## src/rtl/core/dpp_pkg.sv

```systemverilog
// Package for the decimal percent text parser: parse phase codes, character
// constants, byte class helpers and the state and result structs.
// No dependencies.
`timescale 1ns / 1ps
`default_nettype none

package dpp_pkg;

  // Parse phase codes.
  localparam logic [2:0] PH_LEAD   = 3'd0;
  localparam logic [2:0] PH_SIGN   = 3'd1;
  localparam logic [2:0] PH_DIGITS = 3'd2;
  localparam logic [2:0] PH_POSTWS = 3'd3;
  localparam logic [2:0] PH_ZEROS  = 3'd4;
  localparam logic [2:0] PH_TAILWS = 3'd5;
  localparam logic [2:0] PH_CLOSED = 3'd6;
  localparam logic [2:0] PH_ERROR  = 3'd7;

  // Characters that the grammar names.
  localparam logic [7:0] CHAR_NUL   = 8'h00;
  localparam logic [7:0] CHAR_QUOTE = 8'h22;
  localparam logic [7:0] CHAR_PLUS  = 8'h2B;
  localparam logic [7:0] CHAR_MINUS = 8'h2D;
  localparam logic [7:0] CHAR_DOT   = 8'h2E;
  localparam logic [7:0] CHAR_ZERO  = 8'h30;
  localparam logic [7:0] CHAR_NINE  = 8'h39;
  localparam logic [7:0] CHAR_SPACE = 8'h20;
  localparam logic [7:0] CHAR_HT    = 8'h09;
  localparam logic [7:0] CHAR_CR    = 8'h0D;

  // Value limits: the accumulator saturates one above the clamp.
  localparam logic [6:0] PCT_MAX = 7'd100;
  localparam logic [6:0] VAL_SAT = 7'd101;

  // Parser state except the byte count, whose width follows a parameter.
  typedef struct packed {
    logic [2:0] phase;
    logic       quote_opened;
    logic       quote_closed;
    logic       minus_seen;
    logic [6:0] value;
    logic       terminated;
  } dpp_state_t;

  localparam dpp_state_t STATE_CLEAR = '{
    phase: PH_LEAD, quote_opened: 1'b0, quote_closed: 1'b0,
    minus_seen: 1'b0, value: 7'd0, terminated: 1'b0
  };

  // One result as it leaves the parse logic.
  typedef struct packed {
    logic       valid;
    logic       accepted;
    logic [6:0] percent;
  } dpp_result_t;

  // Space, HT, LF, VT, FF and CR count as whitespace.
  function automatic logic is_blank(input logic [7:0] c);
    return (c == CHAR_SPACE) || ((c >= CHAR_HT) && (c <= CHAR_CR));
  endfunction

  function automatic logic is_digit(input logic [7:0] c);
    return (c >= CHAR_ZERO) && (c <= CHAR_NINE);
  endfunction

endpackage

`default_nettype wire

```

## src/rtl/core/dpp_if.sv

```systemverilog
// Valid/ready channel interfaces for the parser's byte input and result output.
// Depends on nothing.
`timescale 1ns / 1ps
`default_nettype none

interface dpp_in_if;
  logic       valid;
  logic       ready;
  logic [7:0] text_byte;
  logic       final_byte;
  logic       empty_message;

  modport source (output valid, output text_byte, output final_byte,
                  output empty_message, input ready);
  modport sink   (input valid, input text_byte, input final_byte,
                  input empty_message, output ready);
endinterface

interface dpp_out_if;
  logic       valid;
  logic       ready;
  logic       accepted;
  logic [6:0] percent;

  modport source (output valid, output accepted, output percent, input ready);
  modport sink   (input valid, input accepted, input percent, output ready);
endinterface

`default_nettype wire

```

## src/rtl/core/dpp_step.sv

```systemverilog
// Combinational parse step: next parser state and an optional result for one byte.
// Depends on dpp_pkg.
`timescale 1ns / 1ps
`default_nettype none

module dpp_step
  import dpp_pkg::*;
#(
  parameter int MAX_TEXT_BYTES = 15,
  parameter int CntW = $clog2(MAX_TEXT_BYTES + 2)
) (
  input  dpp_state_t      state,
  input  logic [CntW-1:0] count,
  input  logic [7:0]      text_byte,
  input  logic            final_byte,
  input  logic            empty_message,
  output dpp_state_t      state_next,
  output logic [CntW-1:0] count_next,
  output dpp_result_t     result
);

  localparam logic [CntW-1:0] CntMax = CntW'(MAX_TEXT_BYTES);

  always_comb begin
    dpp_state_t      s;
    logic [CntW-1:0] cnt;
    logic            number_done;
    logic            ok;
    logic [9:0]      acc;

    s   = state;
    cnt = count;
    ok  = 1'b0;
    acc = 10'(state.value) * 10'd10 + 10'(text_byte[3:0]);
    number_done = (state.phase == PH_DIGITS) || (state.phase == PH_POSTWS) ||
                  (state.phase == PH_ZEROS) || (state.phase == PH_TAILWS);

    // Length count saturates one above the limit.
    if (cnt <= CntMax) begin
      cnt = cnt + 1'b1;
    end

    // Bytes past the limit or after a zero byte only count.
    if ((cnt <= CntMax) && !state.terminated) begin
      if (text_byte == CHAR_NUL) begin
        s.terminated = 1'b1;
      end else if (text_byte == CHAR_QUOTE) begin
        if ((state.phase == PH_LEAD) && !state.quote_opened && !state.minus_seen) begin
          s.quote_opened = 1'b1;
        end else if (number_done && state.quote_opened) begin
          s.quote_closed = 1'b1;
          s.phase        = PH_CLOSED;
        end else begin
          s.phase = PH_ERROR;
        end
      end else begin
        unique case (state.phase) inside
          PH_LEAD: begin
            if (is_blank(text_byte)) begin
              s.phase = PH_LEAD;
            end else if ((text_byte == CHAR_PLUS) || (text_byte == CHAR_MINUS)) begin
              s.minus_seen = (text_byte == CHAR_MINUS);
              s.phase      = PH_SIGN;
            end else if (is_digit(text_byte)) begin
              s.value = 7'(text_byte[3:0]);
              s.phase = PH_DIGITS;
            end else begin
              s.phase = PH_ERROR;
            end
          end
          PH_SIGN, PH_DIGITS: begin
            if (is_digit(text_byte)) begin
              s.value = (acc > 10'(PCT_MAX)) ? VAL_SAT : acc[6:0];
              s.phase = PH_DIGITS;
            end else if ((state.phase == PH_DIGITS) && is_blank(text_byte)) begin
              s.phase = PH_POSTWS;
            end else if ((state.phase == PH_DIGITS) && (text_byte == CHAR_DOT)) begin
              s.phase = PH_ZEROS;
            end else begin
              s.phase = PH_ERROR;
            end
          end
          PH_POSTWS: begin
            if (text_byte == CHAR_DOT) begin
              s.phase = PH_ZEROS;
            end else if (!is_blank(text_byte)) begin
              s.phase = PH_ERROR;
            end
          end
          PH_ZEROS: begin
            if (is_blank(text_byte)) begin
              s.phase = PH_TAILWS;
            end else if (text_byte != CHAR_ZERO) begin
              s.phase = PH_ERROR;
            end
          end
          PH_TAILWS, PH_CLOSED: begin
            if (!is_blank(text_byte)) begin
              s.phase = PH_ERROR;
            end
          end
          default: begin
            s.phase = PH_ERROR;
          end
        endcase
      end
    end

    // Verdict on the last byte, from the updated state.
    if (cnt <= CntMax) begin
      if (s.quote_opened) begin
        ok = (s.phase == PH_CLOSED) && s.quote_closed;
      end else begin
        ok = (s.phase == PH_DIGITS) || (s.phase == PH_POSTWS) ||
             (s.phase == PH_ZEROS) || (s.phase == PH_TAILWS);
      end
    end

    result.valid    = empty_message || final_byte;
    result.accepted = ok && !empty_message;
    result.percent  = (ok && !empty_message && !s.minus_seen) ?
                      ((s.value > PCT_MAX) ? PCT_MAX : s.value) : 7'd0;

    // Every result, and an empty message, returns the parser to its start.
    if (empty_message || final_byte) begin
      state_next = STATE_CLEAR;
      count_next = '0;
    end else begin
      state_next = s;
      count_next = cnt;
    end
  end

endmodule

`default_nettype wire

```

## src/rtl/core/dpp_out_reg.sv

```systemverilog
// Result register: holds one result until the receiver takes it and tells the
// parser when a new byte can be taken. Depends on dpp_pkg and dpp_if.
`timescale 1ns / 1ps
`default_nettype none

module dpp_out_reg
  import dpp_pkg::*;
(
  input  logic          clk,
  input  logic          rst,
  input  logic          load,
  input  dpp_result_t   result,
  output logic          can_load,
  dpp_out_if.source     out_ch
);

  logic       valid;
  logic       accepted;
  logic [6:0] percent;

  // The slot is free when empty or emptied by a transfer in this cycle.
  assign can_load = !valid || out_ch.ready;

  // Valid flag: set by a loaded result, cleared by a transfer.
  always_ff @(posedge clk) begin
    if (rst) begin
      valid <= 1'b0;
    end else if (can_load) begin
      valid <= load && result.valid;
    end
  end

  // Payload loads without reset.
  always_ff @(posedge clk) begin
    if (can_load && load && result.valid) begin
      accepted <= result.accepted;
      percent  <= result.percent;
    end
  end

  assign out_ch.valid    = valid;
  assign out_ch.accepted = accepted;
  assign out_ch.percent  = percent;

endmodule

`default_nettype wire

```

## src/rtl/core/decimal_percent_text_parser_unit.sv

```systemverilog
// Top level of the decimal percent text parser: parser state registers, the
// parse step and the result register. Depends on dpp_pkg, dpp_if, dpp_step
// and dpp_out_reg.
//
// Usage:
//   in_ch carries one message byte per transfer with final_byte marking the
//   last byte; empty_message reports a message with no bytes at all.
//   out_ch carries one result (accepted, percent) per message, from the
//   transfer of its last byte or of an empty-message marker.
// Throughput and timing:
//   One byte is taken per cycle while no result waits. A result appears on
//   out_ch in the cycle after the transfer of the byte that causes it. The
//   parse state and the saturating accumulator update on that transfer.
// Stall behavior:
//   in_ch.ready stays high while the result register is empty or is being
//   emptied in the same cycle; while a result waits, input is held off.
// Reset:
//   The synchronous rst returns the parser to the leading whitespace phase
//   and empties the result register. No clearing pass is needed.
`timescale 1ns / 1ps
`default_nettype none

module decimal_percent_text_parser_unit
  import dpp_pkg::*;
#(
  parameter int MAX_TEXT_BYTES = 15
) (
  input  logic      clk,
  input  logic      rst,
  dpp_in_if.sink    in_ch,
  dpp_out_if.source out_ch
);

  localparam int CntW = $clog2(MAX_TEXT_BYTES + 2);

  dpp_state_t      state;
  dpp_state_t      state_next;
  logic [CntW-1:0] count;
  logic [CntW-1:0] count_next;
  dpp_result_t     result;
  logic            can_load;
  logic            take;

  assign in_ch.ready = can_load;
  assign take        = in_ch.valid && can_load;

  // Parse logic for the byte on the input channel.
  dpp_step #(
    .MAX_TEXT_BYTES (MAX_TEXT_BYTES),
    .CntW           (CntW)
  ) u_step (
    .state          (state),
    .count          (count),
    .text_byte      (in_ch.text_byte),
    .final_byte     (in_ch.final_byte),
    .empty_message  (in_ch.empty_message),
    .state_next     (state_next),
    .count_next     (count_next),
    .result         (result)
  );

  // Parser state advances on each byte transfer.
  always_ff @(posedge clk) begin
    if (rst) begin
      state <= STATE_CLEAR;
      count <= '0;
    end else if (take) begin
      state <= state_next;
      count <= count_next;
    end
  end

  // Result register toward the receiver.
  dpp_out_reg u_out (
    .clk      (clk),
    .rst      (rst),
    .load     (take),
    .result   (result),
    .can_load (can_load),
    .out_ch   (out_ch)
  );

  // A rejected result always reports zero.
  a_reject_zero: assert property (@(posedge clk) disable iff (rst)
    (out_ch.valid && !out_ch.accepted) |-> (out_ch.percent == 7'd0))
    else $error("rejected result with nonzero percent");

  // The percentage never exceeds the clamp.
  a_pct_range: assert property (@(posedge clk) disable iff (rst)
    out_ch.valid |-> (out_ch.percent <= PCT_MAX))
    else $error("percent above clamp");

  // A last byte or empty marker yields a result in the next cycle.
  a_result_follows: assert property (@(posedge clk) disable iff (rst)
    (take && (in_ch.final_byte || in_ch.empty_message)) |=> out_ch.valid)
    else $error("result missing after last byte");

  // A byte in the middle of a message leaves a nonzero byte count.
  a_count_moves: assert property (@(posedge clk) disable iff (rst)
    (take && !in_ch.final_byte && !in_ch.empty_message) |=> (count != '0))
    else $error("byte count did not advance");

endmodule

`default_nettype wire
```

## src/flat_wrapper.sv

```systemverilog
// flat-port wrapper written by rule: the top's interface ports become plain ports
module decimal_percent_text_parser_unit_flat import dpp_pkg::*;
#(
  parameter int MAX_TEXT_BYTES = 15
)
  (clk, rst, in_ch_valid, in_ch_text_byte, in_ch_final_byte, in_ch_empty_message, in_ch_ready, out_ch_valid, out_ch_accepted, out_ch_percent, out_ch_ready);
  dpp_in_if in_ch_i ();
  dpp_out_if out_ch_i ();
  input  logic clk;
  input  logic rst;
  input wire logic [$bits(in_ch_i.valid)-1:0] in_ch_valid;
  input wire logic [$bits(in_ch_i.text_byte)-1:0] in_ch_text_byte;
  input wire logic [$bits(in_ch_i.final_byte)-1:0] in_ch_final_byte;
  input wire logic [$bits(in_ch_i.empty_message)-1:0] in_ch_empty_message;
  output wire logic [$bits(in_ch_i.ready)-1:0] in_ch_ready;
  output wire logic [$bits(out_ch_i.valid)-1:0] out_ch_valid;
  output wire logic [$bits(out_ch_i.accepted)-1:0] out_ch_accepted;
  output wire logic [$bits(out_ch_i.percent)-1:0] out_ch_percent;
  input wire logic [$bits(out_ch_i.ready)-1:0] out_ch_ready;
  assign in_ch_i.valid = in_ch_valid;
  assign in_ch_i.text_byte = in_ch_text_byte;
  assign in_ch_i.final_byte = in_ch_final_byte;
  assign in_ch_i.empty_message = in_ch_empty_message;
  assign in_ch_ready = in_ch_i.ready;
  assign out_ch_valid = out_ch_i.valid;
  assign out_ch_accepted = out_ch_i.accepted;
  assign out_ch_percent = out_ch_i.percent;
  assign out_ch_i.ready = out_ch_ready;
  decimal_percent_text_parser_unit #(.MAX_TEXT_BYTES(MAX_TEXT_BYTES)) u_core (.clk(clk), .rst(rst), .in_ch(in_ch_i), .out_ch(out_ch_i));
endmodule
```

## config.mk

```make
export PLATFORM = sky130hd
export DESIGN_NAME = decimal_percent_text_parser_unit_flat
export DESIGN_NICKNAME = d
export VERILOG_FILES = /design/src/rtl/core/dpp_pkg.sv /design/src/rtl/core/dpp_if.sv /design/src/rtl/core/dpp_step.sv /design/src/rtl/core/dpp_out_reg.sv /design/src/rtl/core/decimal_percent_text_parser_unit.sv /design/src/flat_wrapper.sv
export SDC_FILE = /design/constraint.sdc
export NUM_CORES = 1
export LEC_CHECK = 0
export BUFFER_PORTS_ARGS = -buffer_cell sky130_fd_sc_hd__clkbuf_2
export CAP_MARGIN = 20
export CORE_MARGIN = 4
export CORE_UTILIZATION = 51
export DETAILED_ROUTE_END_ITERATION = 8
export HOLD_SLACK_MARGIN = 0.15
export MAX_ROUTING_LAYER = met4
export PLACE_DENSITY = 0.73
export REMOVE_ABC_BUFFERS = 1
export SYNTH_ARGS = -nofsm -noshare
export SYNTH_HDL_FRONTEND = slang
export SYNTH_SLANG_ARGS = --single-unit
```

## constraint.sdc

```tcl
create_clock -name clk -period 3.4 [get_ports clk]
set_clock_uncertainty 0.2 [all_clocks]
set_input_delay 0.68 -clock clk [delete_from_list [all_inputs] [get_ports clk]]
set_output_delay 0.68 -clock clk [all_outputs]
set_load 0.01 [all_outputs]
```

==> results of run 1 <==
==> cell usage in the layout (no fill, tap or decap), types with 4 or more instances in the layout <==
| master | netlist | final |
|---|---|---|
| nor2_1 | 48 | 48 |
| clkbuf_2 | 0 | 23 |
| nand4_1 | 4 | 4 |
| dfxtp_1 | 20 | 16 |
| a2111oi_2 | 3 | 4 |
| nand2_1 | 13 | 13 |
| o21ai_0 | 14 | 12 |
| or4_1 | 4 | 4 |
| a21oi_1 | 21 | 20 |
| xnor2_1 | 5 | 5 |
| edfxtp_1 | 8 | 8 |
| ha_4 | 0 | 6 |
| ha_1 | 14 | 8 |
| buf_4 | 2 | 47 |
| inv_1 | 15 | 13 |
| nand3_1 | 4 | 4 |
| nand2b_1 | 6 | 6 |
| nor3_1 | 16 | 16 |
| a22oi_1 | 8 | 8 |
| clkbuf_8 | 0 | 4 |
| xor2_1 | 5 | 5 |
| or3_1 | 5 | 4 |
==> per-stage QoR <==
stage | cell area, µm² | hold WS [ns]
after global placement | 3060 | 0.252
after detailed placement | 3060 | 0.263
after floorplan | 2520 | 0.237
after global routing | 3280 | 0.323
final | 3280 | 0.280
after CTS | 3130 | 0.287
==> registers in the layout, summed over array words and instances, names as in the netlist <==
| name | flops |
|---|---|
| u_core.state | 14 |
| u_core.u_out.out_ch.accepted | 1 |
| u_core.u_out.out_ch.valid | 1 |
| u_core.u_out.out_ch.percent | 7 |
| u_core.count | 5 |
==> tightest hold or removal path, delay by kind of cell, from the launching register on <==
kind,cells,cell delay [ns]
AND/OR/NAND/NOR,1,0.07
flip-flops,1,0.34
AO/OA/AOI/OAI,1,0.04
==> where the power goes <==
part           internal (W)  switching (W)
logic             0.0000763       0.000104
registers          0.000351     0.00000891
clock network      0.000104       0.000104
total              0.000531       0.000217
==> per-layer routing <==
metal  global-route usage (%)  vias to the layer above  wire length, µm
li1                         -                     1329                -
met5                        -                        -                0
met1                     29.3                     1307             3270
met2                     41.2                       85             3700
met4                     5.50                        0              100
met3                     3.95                       18              326
==> what timing repair did <==
item | in CTS | in global routing
setup buffers | 0 | 1
hold endpoints to repair | 0 | 0
gates cloned | 0 | 0
endpoints found under the setup margin | 5 | 14
hold buffers | 0 | 0
resized for setup | 6 | 28
pin swaps | 6 | 13
==> path summary, 6_finish.rpt <==
path / from / slack [ns] / cells past startpoint / end
setup / recovery: u_core.state[3]$_SDFFE_PP0P_ / 0.03 / 10 / u_core.u_out.out_ch.percent[1]$_SDFFCE_PP0P_
hold / removal: u_core.state[9]$_SDFFE_PP0P_ / 0.28 / 2 / u_core.state[9]$_SDFFE_PP0P_
setup reg to reg: u_core.state[3]$_SDFFE_PP0P_ / 0.03 / 10 / u_core.u_out.out_ch.percent[1]$_SDFFCE_PP0P_
hold reg to reg: u_core.state[9]$_SDFFE_PP0P_ / 0.28 / 2 / u_core.state[9]$_SDFFE_PP0P_
==> cell families (layout without fill, tap and decap cells) <==
logic type,Yosys count,after routing,synth area share (%)
flops,28,28,24.6
buf+inv,32,89,5.34
simple gates,132,132,27.1
xor+xnor,11,11,3.99
mux,2,2,0.817
fa+ha+maj,16,16,8.27
compound gates,98,98,29.9
==> layout make-up <==
class,instances,share of cell area (%)
Multi-Input combinational cell,259,60.0
Timing Repair Buffer,70,14.3
Sequential cell,28,19.8
Tap cell,67,2.56
Inverter,15,1.72
Clock buffer,4,1.68
==> summary.txt, run 1 <==
Logic synthesis
  – Syn_area_per_cell: 8.16 µm²
  – Synthesized area: 2600 µm²
  – Top cell type by total area after synthesis: dfxtp_1
  – Syn Inst Count: 319
  – Top-count cell post-synth: nor2_1
  – #FFs+latches synth: 28
  – Yosys top cell area share: 15.4%
  – Sequential element share of the synthesized area: 24.6%
  – Ys flop type: dfxtp_1
  – Synth top cells by count: nor2_1 (48), a21oi_1 (21), dfxtp_1 (20), nor3_1 (16), inv_1 (15)
  – EDFF count, synth: 8
  – Synth async-reset ratio: 0%
  – Largest cells by area after synthesis: dfxtp_1 (15%), edfxtp_1 (9.2%), nor2_1 (6.9%)
  – Synth unique cells: 77
  – Yosys warning count: 0

Cells and area
  – Area growth, synth to finish: 26.1%
  – Fin nets: 407
  – Share of cells above drive strength 1: 31.9%
  – Antenna Diode Count: 0
  – Post-layout util: 68.1%
  – Number of fill cells: 406
  – Register area: 648 µm²
  – Area occupied by multi-input gates: 1970 µm²
  – Final std cells w/o fill: 443

Outcome
  – Outcome: finished, final reports clean

Floorplan
  – Die Ht: 79.4 µm
  – Row Count: 25
  – Die area: 6310 µm²
  – Die Wd: 79.4 µm
  – Boundary Pins: 24
  – Core Area: 4820 µm²
  – Initial Utilization: 54.0%

Clock tree
  – Number of buffers created by CTS: 3
  – Worst skew pair latency: 0.27 ns
  – Clock Path Buffers: 2
  – CTS tree: yes
  – Root buffer cell: clkbuf_8
  – Clk slew on worst S/H paths: 0.10 ns
  – CTS sink cnt: 28
  – H-tree levels: 1

Pwr
  – VDD IR-drop max: 0.000251 V
  – Power Density: 228 nW/µm²
  – Leakage: 1.31 nW
  – Pwr Total: 0.000748 W

Timing
  – Hold Vio Cnt, Final: 0
  – Worst Max-Slew Pin Slew: 0.497 ns
  – RSZ-0062 raised after global routing: yes
  – Final worst slack: 0.0342 ns
  – Final-report setup violation count: 0
  – Max-slew headroom: 66.0%
  – Setup tns final: 0 ns
  – Max Clk Rate: 297 MHz
  – Final Max Tran Viols: 0
  – Tcrit/Tclk final: 99.0%
  – Tmin final: 3.37 ns

Critical path
  – Max FO, Critical Path: 4
  – Critical-path cell list: ha_4 -> ha_4 -> and3_2 -> or3_4 -> or4_1 -> a211o_1 -> a21oi_4 -> a41o_1 -> a21oi_1 -> nor3_1
  – Most used cell, CP: ha_4
  – CP max stage delay: 0.48 ns
  – Crit-path slowest cell: or4_1
  – Top delay family on crit path: simple AND/OR/NAND/NOR gates
  – Worst setup SP type: flop
  – WP buf/inv: 0
  – Kind of critical path: flop to flop
  – CP Capture Type: flop
  – Crit path DAT: 3.27 ns
  – CP required: 3.31 ns

Route
  – Final ANT Viol Nets: 0
  – Starting DRT DRC Count: 211
  – Avg WL per Cell: 16.7 µm
  – First drt pass iteration count: 4
  – Vias per cell: 6.18
  – DRC: 0
  – Vias: 2739
  – Final WL: 7400 µm

Global route
  – Largest net degree at the start of global routing: 17
  – First-pass GRT wire length: 12000 µm
  – GRT Util Overall: 23.9%
  – Grt ovf: 0
  – Vias in the first global route: 2657
  – Initial antenna violation count: 0

Placed design
  – PortBufs: 23
  – Post-detail-place hpwl: 5530 µm
  – Place WS: -0.249 ns
  – GPL Wtd Cong: 0.900
  – DP Cell Count: 438

Run
  – Max-Cap Viols: 0

Worst hold path
  – Worst hold-check path type: flop to flop
Note: power is estimated with default switching activity, not from simulation.
==> run 2: changes to the inputs <==
==> constraint.sdc (replaced) <==
create_clock -name clk -period 3.4 [get_ports clk]
set_clock_uncertainty 0.2 [all_clocks]
set_input_delay 0.51 -clock clk [delete_from_list [all_inputs] [get_ports clk]]
set_output_delay 0.51 -clock clk [all_outputs]
set_load 0.01 [all_outputs]
==> summary.txt, run 2 (synthesis results as in run 1) <==
Outcome
  – Outcome: finished, final reports clean

Floorplan
  – Row Count: 25
  – Die Wd: 79.4 µm
  – Boundary Pins: 24
  – Die Ht: 79.4 µm
  – Die area: 6310 µm²
  – Initial Utilization: 54.0%
  – Core Area: 4820 µm²

Critical path
  – Crit path DAT: 3.22 ns
  – Critical-path cell list: ha_4 -> ha_4 -> inv_2 -> fa_2 -> xnor2_2 -> o2111ai_2 -> or4_1 -> a211o_1 -> a21oi_4 -> a32o_1 -> nor3b_1
  – Worst reg2reg path depth: 11
  – Kind of critical path: flop to flop
  – CP Capture Type: flop
  – Crit-path slowest cell: or4_1
  – CP max stage delay: 0.42 ns
  – Reg2Reg Setup Slack: 0.1 ns
  – Max FO, Critical Path: 4
  – Worst setup SP type: flop
  – Most used cell, CP: ha_4
  – FF-to-FF End: u_core.u_out.out_ch.percent[4]$_SDFFCE_PP0P_
  – CP required: 3.32 ns
  – FF-to-FF Start: u_core.state[4]$_SDFFE_PP0P_

Timing
  – Max-slew headroom: 57.9%
  – Tcrit/Tclk final: 97.1%
  – Hold Worst Slack: 0.284 ns
  – Worst Max-Slew Pin Slew: 0.626 ns
  – Final Max Tran Viols: 0
  – Setup tns final: 0 ns
  – Final-report setup violation count: 0
  – Tmin final: 3.30 ns
  – Max Clk Rate: 303 MHz
  – Hold Vio Cnt, Final: 0
  – Final worst slack: 0.0987 ns
  – RSZ-0062 raised after global routing: yes

Global route
  – Vias in the first global route: 2613
  – Initial antenna violation count: 0
  – Largest net degree at the start of global routing: 20
  – GRT Util Overall: 24.0%
  – First-pass GRT wire length: 12000 µm
  – Grt ovf: 0

Clock tree
  – Root buffer cell: clkbuf_8
  – Worst skew pair latency: 0.28 ns
  – CTS tree: yes
  – Clock Path Buffers: 2
  – Number of buffers created by CTS: 3
  – CTS sink cnt: 28
  – H-tree levels: 1
  – Clk slew on worst S/H paths: 0.09 ns

Route
  – Final WL: 7450 µm
  – Vias: 2738
  – Avg WL per Cell: 17.2 µm
  – Post-Route M1 WL: 3050 µm
  – Starting DRT DRC Count: 271
  – First drt pass iteration count: 5
  – DR WL met2: 3820 µm
  – DRC: 0
  – Top routing layer in use: met4
  – Vias per cell: 6.34
  – Routed wl met3: 454 µm
  – Final ANT Viol Nets: 0

Worst hold path
  – Worst hold-check path type: flop to flop
  – Hold path start: u_core.state[9]$_SDFFE_PP0P_
  – Hold path depth: 2
  – Hold Crit Endpoint: u_core.state[9]$_SDFFE_PP0P_

Cells and area
  – Antenna Diode Count: 0
  – Number of fill cells: 418
  – Top Registers: u_core.state (14), u_core.u_out.out_ch.percent (7), u_core.count (5)
  – Max reg flops: 14
  – Commonest non-fill, non-tap cell in the layout: nor2_1
  – Most frequent cells in the layout: nor2_1 (48), buf_4 (36), clkbuf_2 (23)
  – Share of cells above drive strength 1: 31.2%
  – Area growth, synth to finish: 23.6%
  – Biggest register: u_core.state
  – Fin nets: 396

Placed design
  – PortBufs: 23
  – GPL Wtd Cong: 0.893
  – Place WS: -0.114 ns
  – Post-detail-place hpwl: 5410 µm

Run
  – Max-Cap Viols: 0

Pwr
  – Pwr Total: 0.000716 W
  – Leakage: 1.26 nW
  – Power Density: 223 nW/µm²
  – VDD IR-drop max: 0.000180 V
run 2: metal layers:
layer | global-route usage (%) | vias up
li1 | - | 1304
met1 | 29.7 | 1294
met2 | 40.1 | 120
met3 | 4.51 | 20
met4 | 6.53 | 0
met5 | - | -
run 2: worst max-delay path by stage:
stage / start / end / slack [ns]
floorplan: u_core.state[2]$_SDFFE_PP0P_ / u_core.u_out.out_ch.percent[0]$_SDFFCE_PP0P_ / 0.02
global placement: u_core.state[3]$_SDFFE_PP0P_ / u_core.u_out.out_ch.percent[4]$_SDFFCE_PP0P_ / -0.06
detailed placement: in_ch_text_byte[1] / u_core.u_out.out_ch.percent[1]$_SDFFCE_PP0P_ / -0.11
CTS: u_core.state[3]$_SDFFE_PP0P_ / u_core.u_out.out_ch.percent[1]$_SDFFCE_PP0P_ / 0.01
global route: u_core.state[5]$_SDFFE_PP0P_ / u_core.u_out.out_ch.percent[1]$_SDFFCE_PP0P_ / -0.06
finish: u_core.state[4]$_SDFFE_PP0P_ / u_core.u_out.out_ch.percent[4]$_SDFFCE_PP0P_ / 0.1
run 2: report_power, final:
| part | switching (W) | internal (W) | total [W] | leakage (nW) |
|---|---|---|---|---|
| registers | 0.00000804 | 0.000351 | 0.000359 | 0.244 |
| logic | 0.000102 | 0.0000687 | 0.000170 | 0.995 |
| clock network | 0.000105 | 0.0000814 | 0.000187 | 0.0231 |
run 2: cell type report:
cell class                 instances  area [µm²]  share of cell area [%]
multi-input combinational        259        2000                    62.1
clock inverter                     1        3.75                   0.117
timing repair buffer              59         385                    12.0
clock buffer                       3        41.3                    1.28
inverter                          15        56.3                    1.75
sequential                        28         648                    20.2
tap                               67        83.8                    2.61
run 2: through the flow:
stage / instance area [µm²] / instances / utilization (%)
after floorplan: 2520 / 302 / -
after global placement: 2970 / 426 / 61.7
after detailed placement: 2970 / 426 / 61.7
after CTS: 3070 / 431 / 63.8
after global routing: 3220 / 432 / 66.8
final: 3220 / 432 / 66.8
run 2: what timing repair did:
action / 4_1_cts / 5_1_grt
setup buffers: 1 / 1
gates resized for setup: 13 / 28
endpoints found under the setup margin: 7 / 12
hold buffers: 0 / 0
pin swaps: 9 / 13
run 2: worst max-delay path: cells and delay by family (launching register included):
family                   cells  cell delay (ns)
buffers and inverters        1             0.04
AO/OA/AOI/OAI                4             0.96
XOR/XNOR                     1             0.20
AND/OR/NAND/NOR              2             0.62
flip-flops                   1             0.35
adder cells (fa/ha/maj)      3             0.78
==> run 3: changes to the inputs <==
- CORE_MARGIN: 4 -> 5
==> summary.txt, run 3 (synthesis results as in run 1) <==
Global route
  – Grt ovf: 0
  – Vias in the first global route: 2612
  – Largest net degree at the start of global routing: 20
  – First-pass GRT wire length: 11600 µm
  – GRT Util Overall: 22.4%
  – Initial antenna violation count: 0

Worst hold path
  – Hold path start: u_core.state[9]$_SDFFE_PP0P_
  – Worst hold-check path type: flop to flop
  – Hold path depth: 2

Clock tree
  – Number of buffers created by CTS: 3
  – CTS tree: yes
  – Clock Path Buffers: 2
  – Root buffer cell: clkbuf_8
  – Clk slew on worst S/H paths: 0.10 ns
  – Worst skew pair latency: 0.27 ns
  – Hold_buf cts: 0
  – H-tree levels: 1
  – CTS sink cnt: 28

Route
  – Starting DRT DRC Count: 197
  – Top routing layer in use: met4
  – Post-Route M1 WL: 3040 µm
  – Final WL: 7040 µm
  – DRC: 0
  – Final ANT Viol Nets: 0
  – First drt pass iteration count: 5
  – Avg WL per Cell: 16.1 µm
  – Vias per cell: 6.21
  – Routed wl met3: 402 µm
  – DR WL met2: 3460 µm
  – Vias: 2706

Critical path
  – Most used cell, CP: ha_4
  – Crit-path slowest cell: or4_1
  – Worst Setup SP: u_core.state[4]$_SDFFE_PP0P_
  – Worst setup SP type: flop
  – Critical-path cell list: ha_4 -> ha_4 -> inv_2 -> fa_2 -> xnor2_2 -> o2111ai_2 -> or4_1 -> a211o_1 -> a21oi_4 -> a41o_1 -> a21oi_2 -> nor3_2
  – Worst setup endpoint: u_core.u_out.out_ch.percent[1]$_SDFFCE_PP0P_
  – Crit path DAT: 3.30 ns
  – Max FO, Critical Path: 4
  – Kind of critical path: flop to flop
  – CP required: 3.33 ns
  – Worst reg2reg path depth: 12
  – CP max stage delay: 0.48 ns
  – FF-to-FF Start: u_core.state[4]$_SDFFE_PP0P_
  – Reg2Reg Setup Slack: 0.03 ns
  – FF-to-FF End: u_core.u_out.out_ch.percent[1]$_SDFFCE_PP0P_
  – CP Capture Type: flop

Timing
  – Tmin final: 3.37 ns
  – Max-slew headroom: 59.0%
  – Final Max Tran Viols: 0
  – Tcrit/Tclk final: 99.0%
  – Setup tns final: 0 ns
  – Hold Worst Slack: 0.283 ns
  – RSZ-0062 raised after global routing: yes
  – Max Clk Rate: 297 MHz
  – Final-report setup violation count: 0
  – Hold Vio Cnt, Final: 0
  – Final worst slack: 0.0330 ns
  – Worst Max-Slew Pin Slew: 0.607 ns

Pwr
  – Int Power: 0.000577 W
  – VDD IR-drop max: 0.000258 V
  – Sw Share: 26.7%
  – Leakage: 1.29 nW
  – Combinational share of power: 21.3%
  – Switching Power: 0.000210 W
  – Power Density: 244 nW/µm²
  – Pwr Total: 0.000787 W
  – Flop pwr share: 45.7%
  – Clock network power share: 33.0%

Floorplan
  – Row Count: 26
  – Die area: 6630 µm²
  – Core Area: 5040 µm²
  – Initial Utilization: 51.6%
  – Die Ht: 81.4 µm
  – Die Wd: 81.4 µm
  – Boundary Pins: 24

Cells and area
  – Area occupied by multi-input gates: 1970 µm²
  – Antenna Diode Count: 0
  – Area growth, synth to finish: 23.8%
  – Commonest non-fill, non-tap cell in the layout: nor2_1
  – Biggest register: u_core.state
  – Share of cells above drive strength 1: 30.9%
  – Top Registers: u_core.state (14), u_core.u_out.out_ch.percent (7), u_core.count (5)
  – Fin nets: 397
  – Number of fill cells: 433
  – Fin area: 3220 µm²
  – Max reg flops: 14
  – Most frequent cells in the layout: nor2_1 (48), buf_4 (36), clkbuf_2 (23)
  – Register area: 646 µm²

Placed design
  – GPL Wtd Cong: 0.903
  – PortBufs: 23
  – Post-detail-place hpwl: 5330 µm
  – Place WS: -0.0876 ns
  – Area after DPL: 2990 µm²

Outcome
  – Outcome: finished, final reports clean

Run
  – Max-Cap Viols: 0
==> run 3: cell type report <==
cell class	count	share of cell area [%]
repair buffers	60	12.3
well taps	70	2.72
multi-input cells	259	61.0
inverters	15	1.75
flip-flops and latches	28	20.0
clock inverters	1	0.932
clock buffers	3	1.28
==> run 3: worst min path at each step <==
stage	to	slack, ns
after floorplan	u_core.state[9]$_SDFFE_PP0P_	0.24
after detailed placement	u_core.state[9]$_SDFFE_PP0P_	0.26
after global routing	u_core.count[0]$_SDFFE_PP0P_	0.34
after global placement	u_core.state[9]$_SDFFE_PP0P_	0.25
after CTS	u_core.state[9]$_SDFFE_PP0P_	0.29
final	u_core.state[9]$_SDFFE_PP0P_	0.28
==> run 3: critical path: cells and delay by family, from the launching register on <==
family                   cells  cell delay (ns)
adder cells (fa/ha/maj)      3             0.78
buffers and inverters        1             0.04
flip-flops                   1             0.35
AND/OR/NAND/NOR              2             0.62
XOR/XNOR                     1             0.21
AO/OA/AOI/OAI                5             1.03
==> run 3: metal layers <==
metal  up-vias  global-route usage, %
met5         -                      -
met3        17                   3.07
met2       125                   38.4
met1      1259                   27.4
li1       1305                      -
met4         0                   6.25
==> run 3: power by group through the flow <==
stage	clock network (W)	registers, W	logic, W
final	0.000260	0.000359	0.000168
after global routing	0.000283	0.000361	0.000184
after CTS	0.000265	0.000359	0.000161
after detailed placement	0	0.000367	0.000159
after global placement	0	0.000367	0.000157
after floorplan	0	0.000369	0.0000940
==> run 3: metrics by stage <==
step | cells | utilization [%]
after floorplan | 302 | -
final | 436 | 63.9
after detailed placement | 430 | 59.2
after CTS | 434 | 61.2
after global routing | 436 | 63.9
after global placement | 430 | 59.2
==> run 3: timing repair <==
item,in CTS,in global routing
endpoints found under the setup margin,5,10
gates cloned,0,0
pin swaps,5,18
resized for setup,8,28
buffers inserted,0,2
endpoints found under the hold margin,0,0
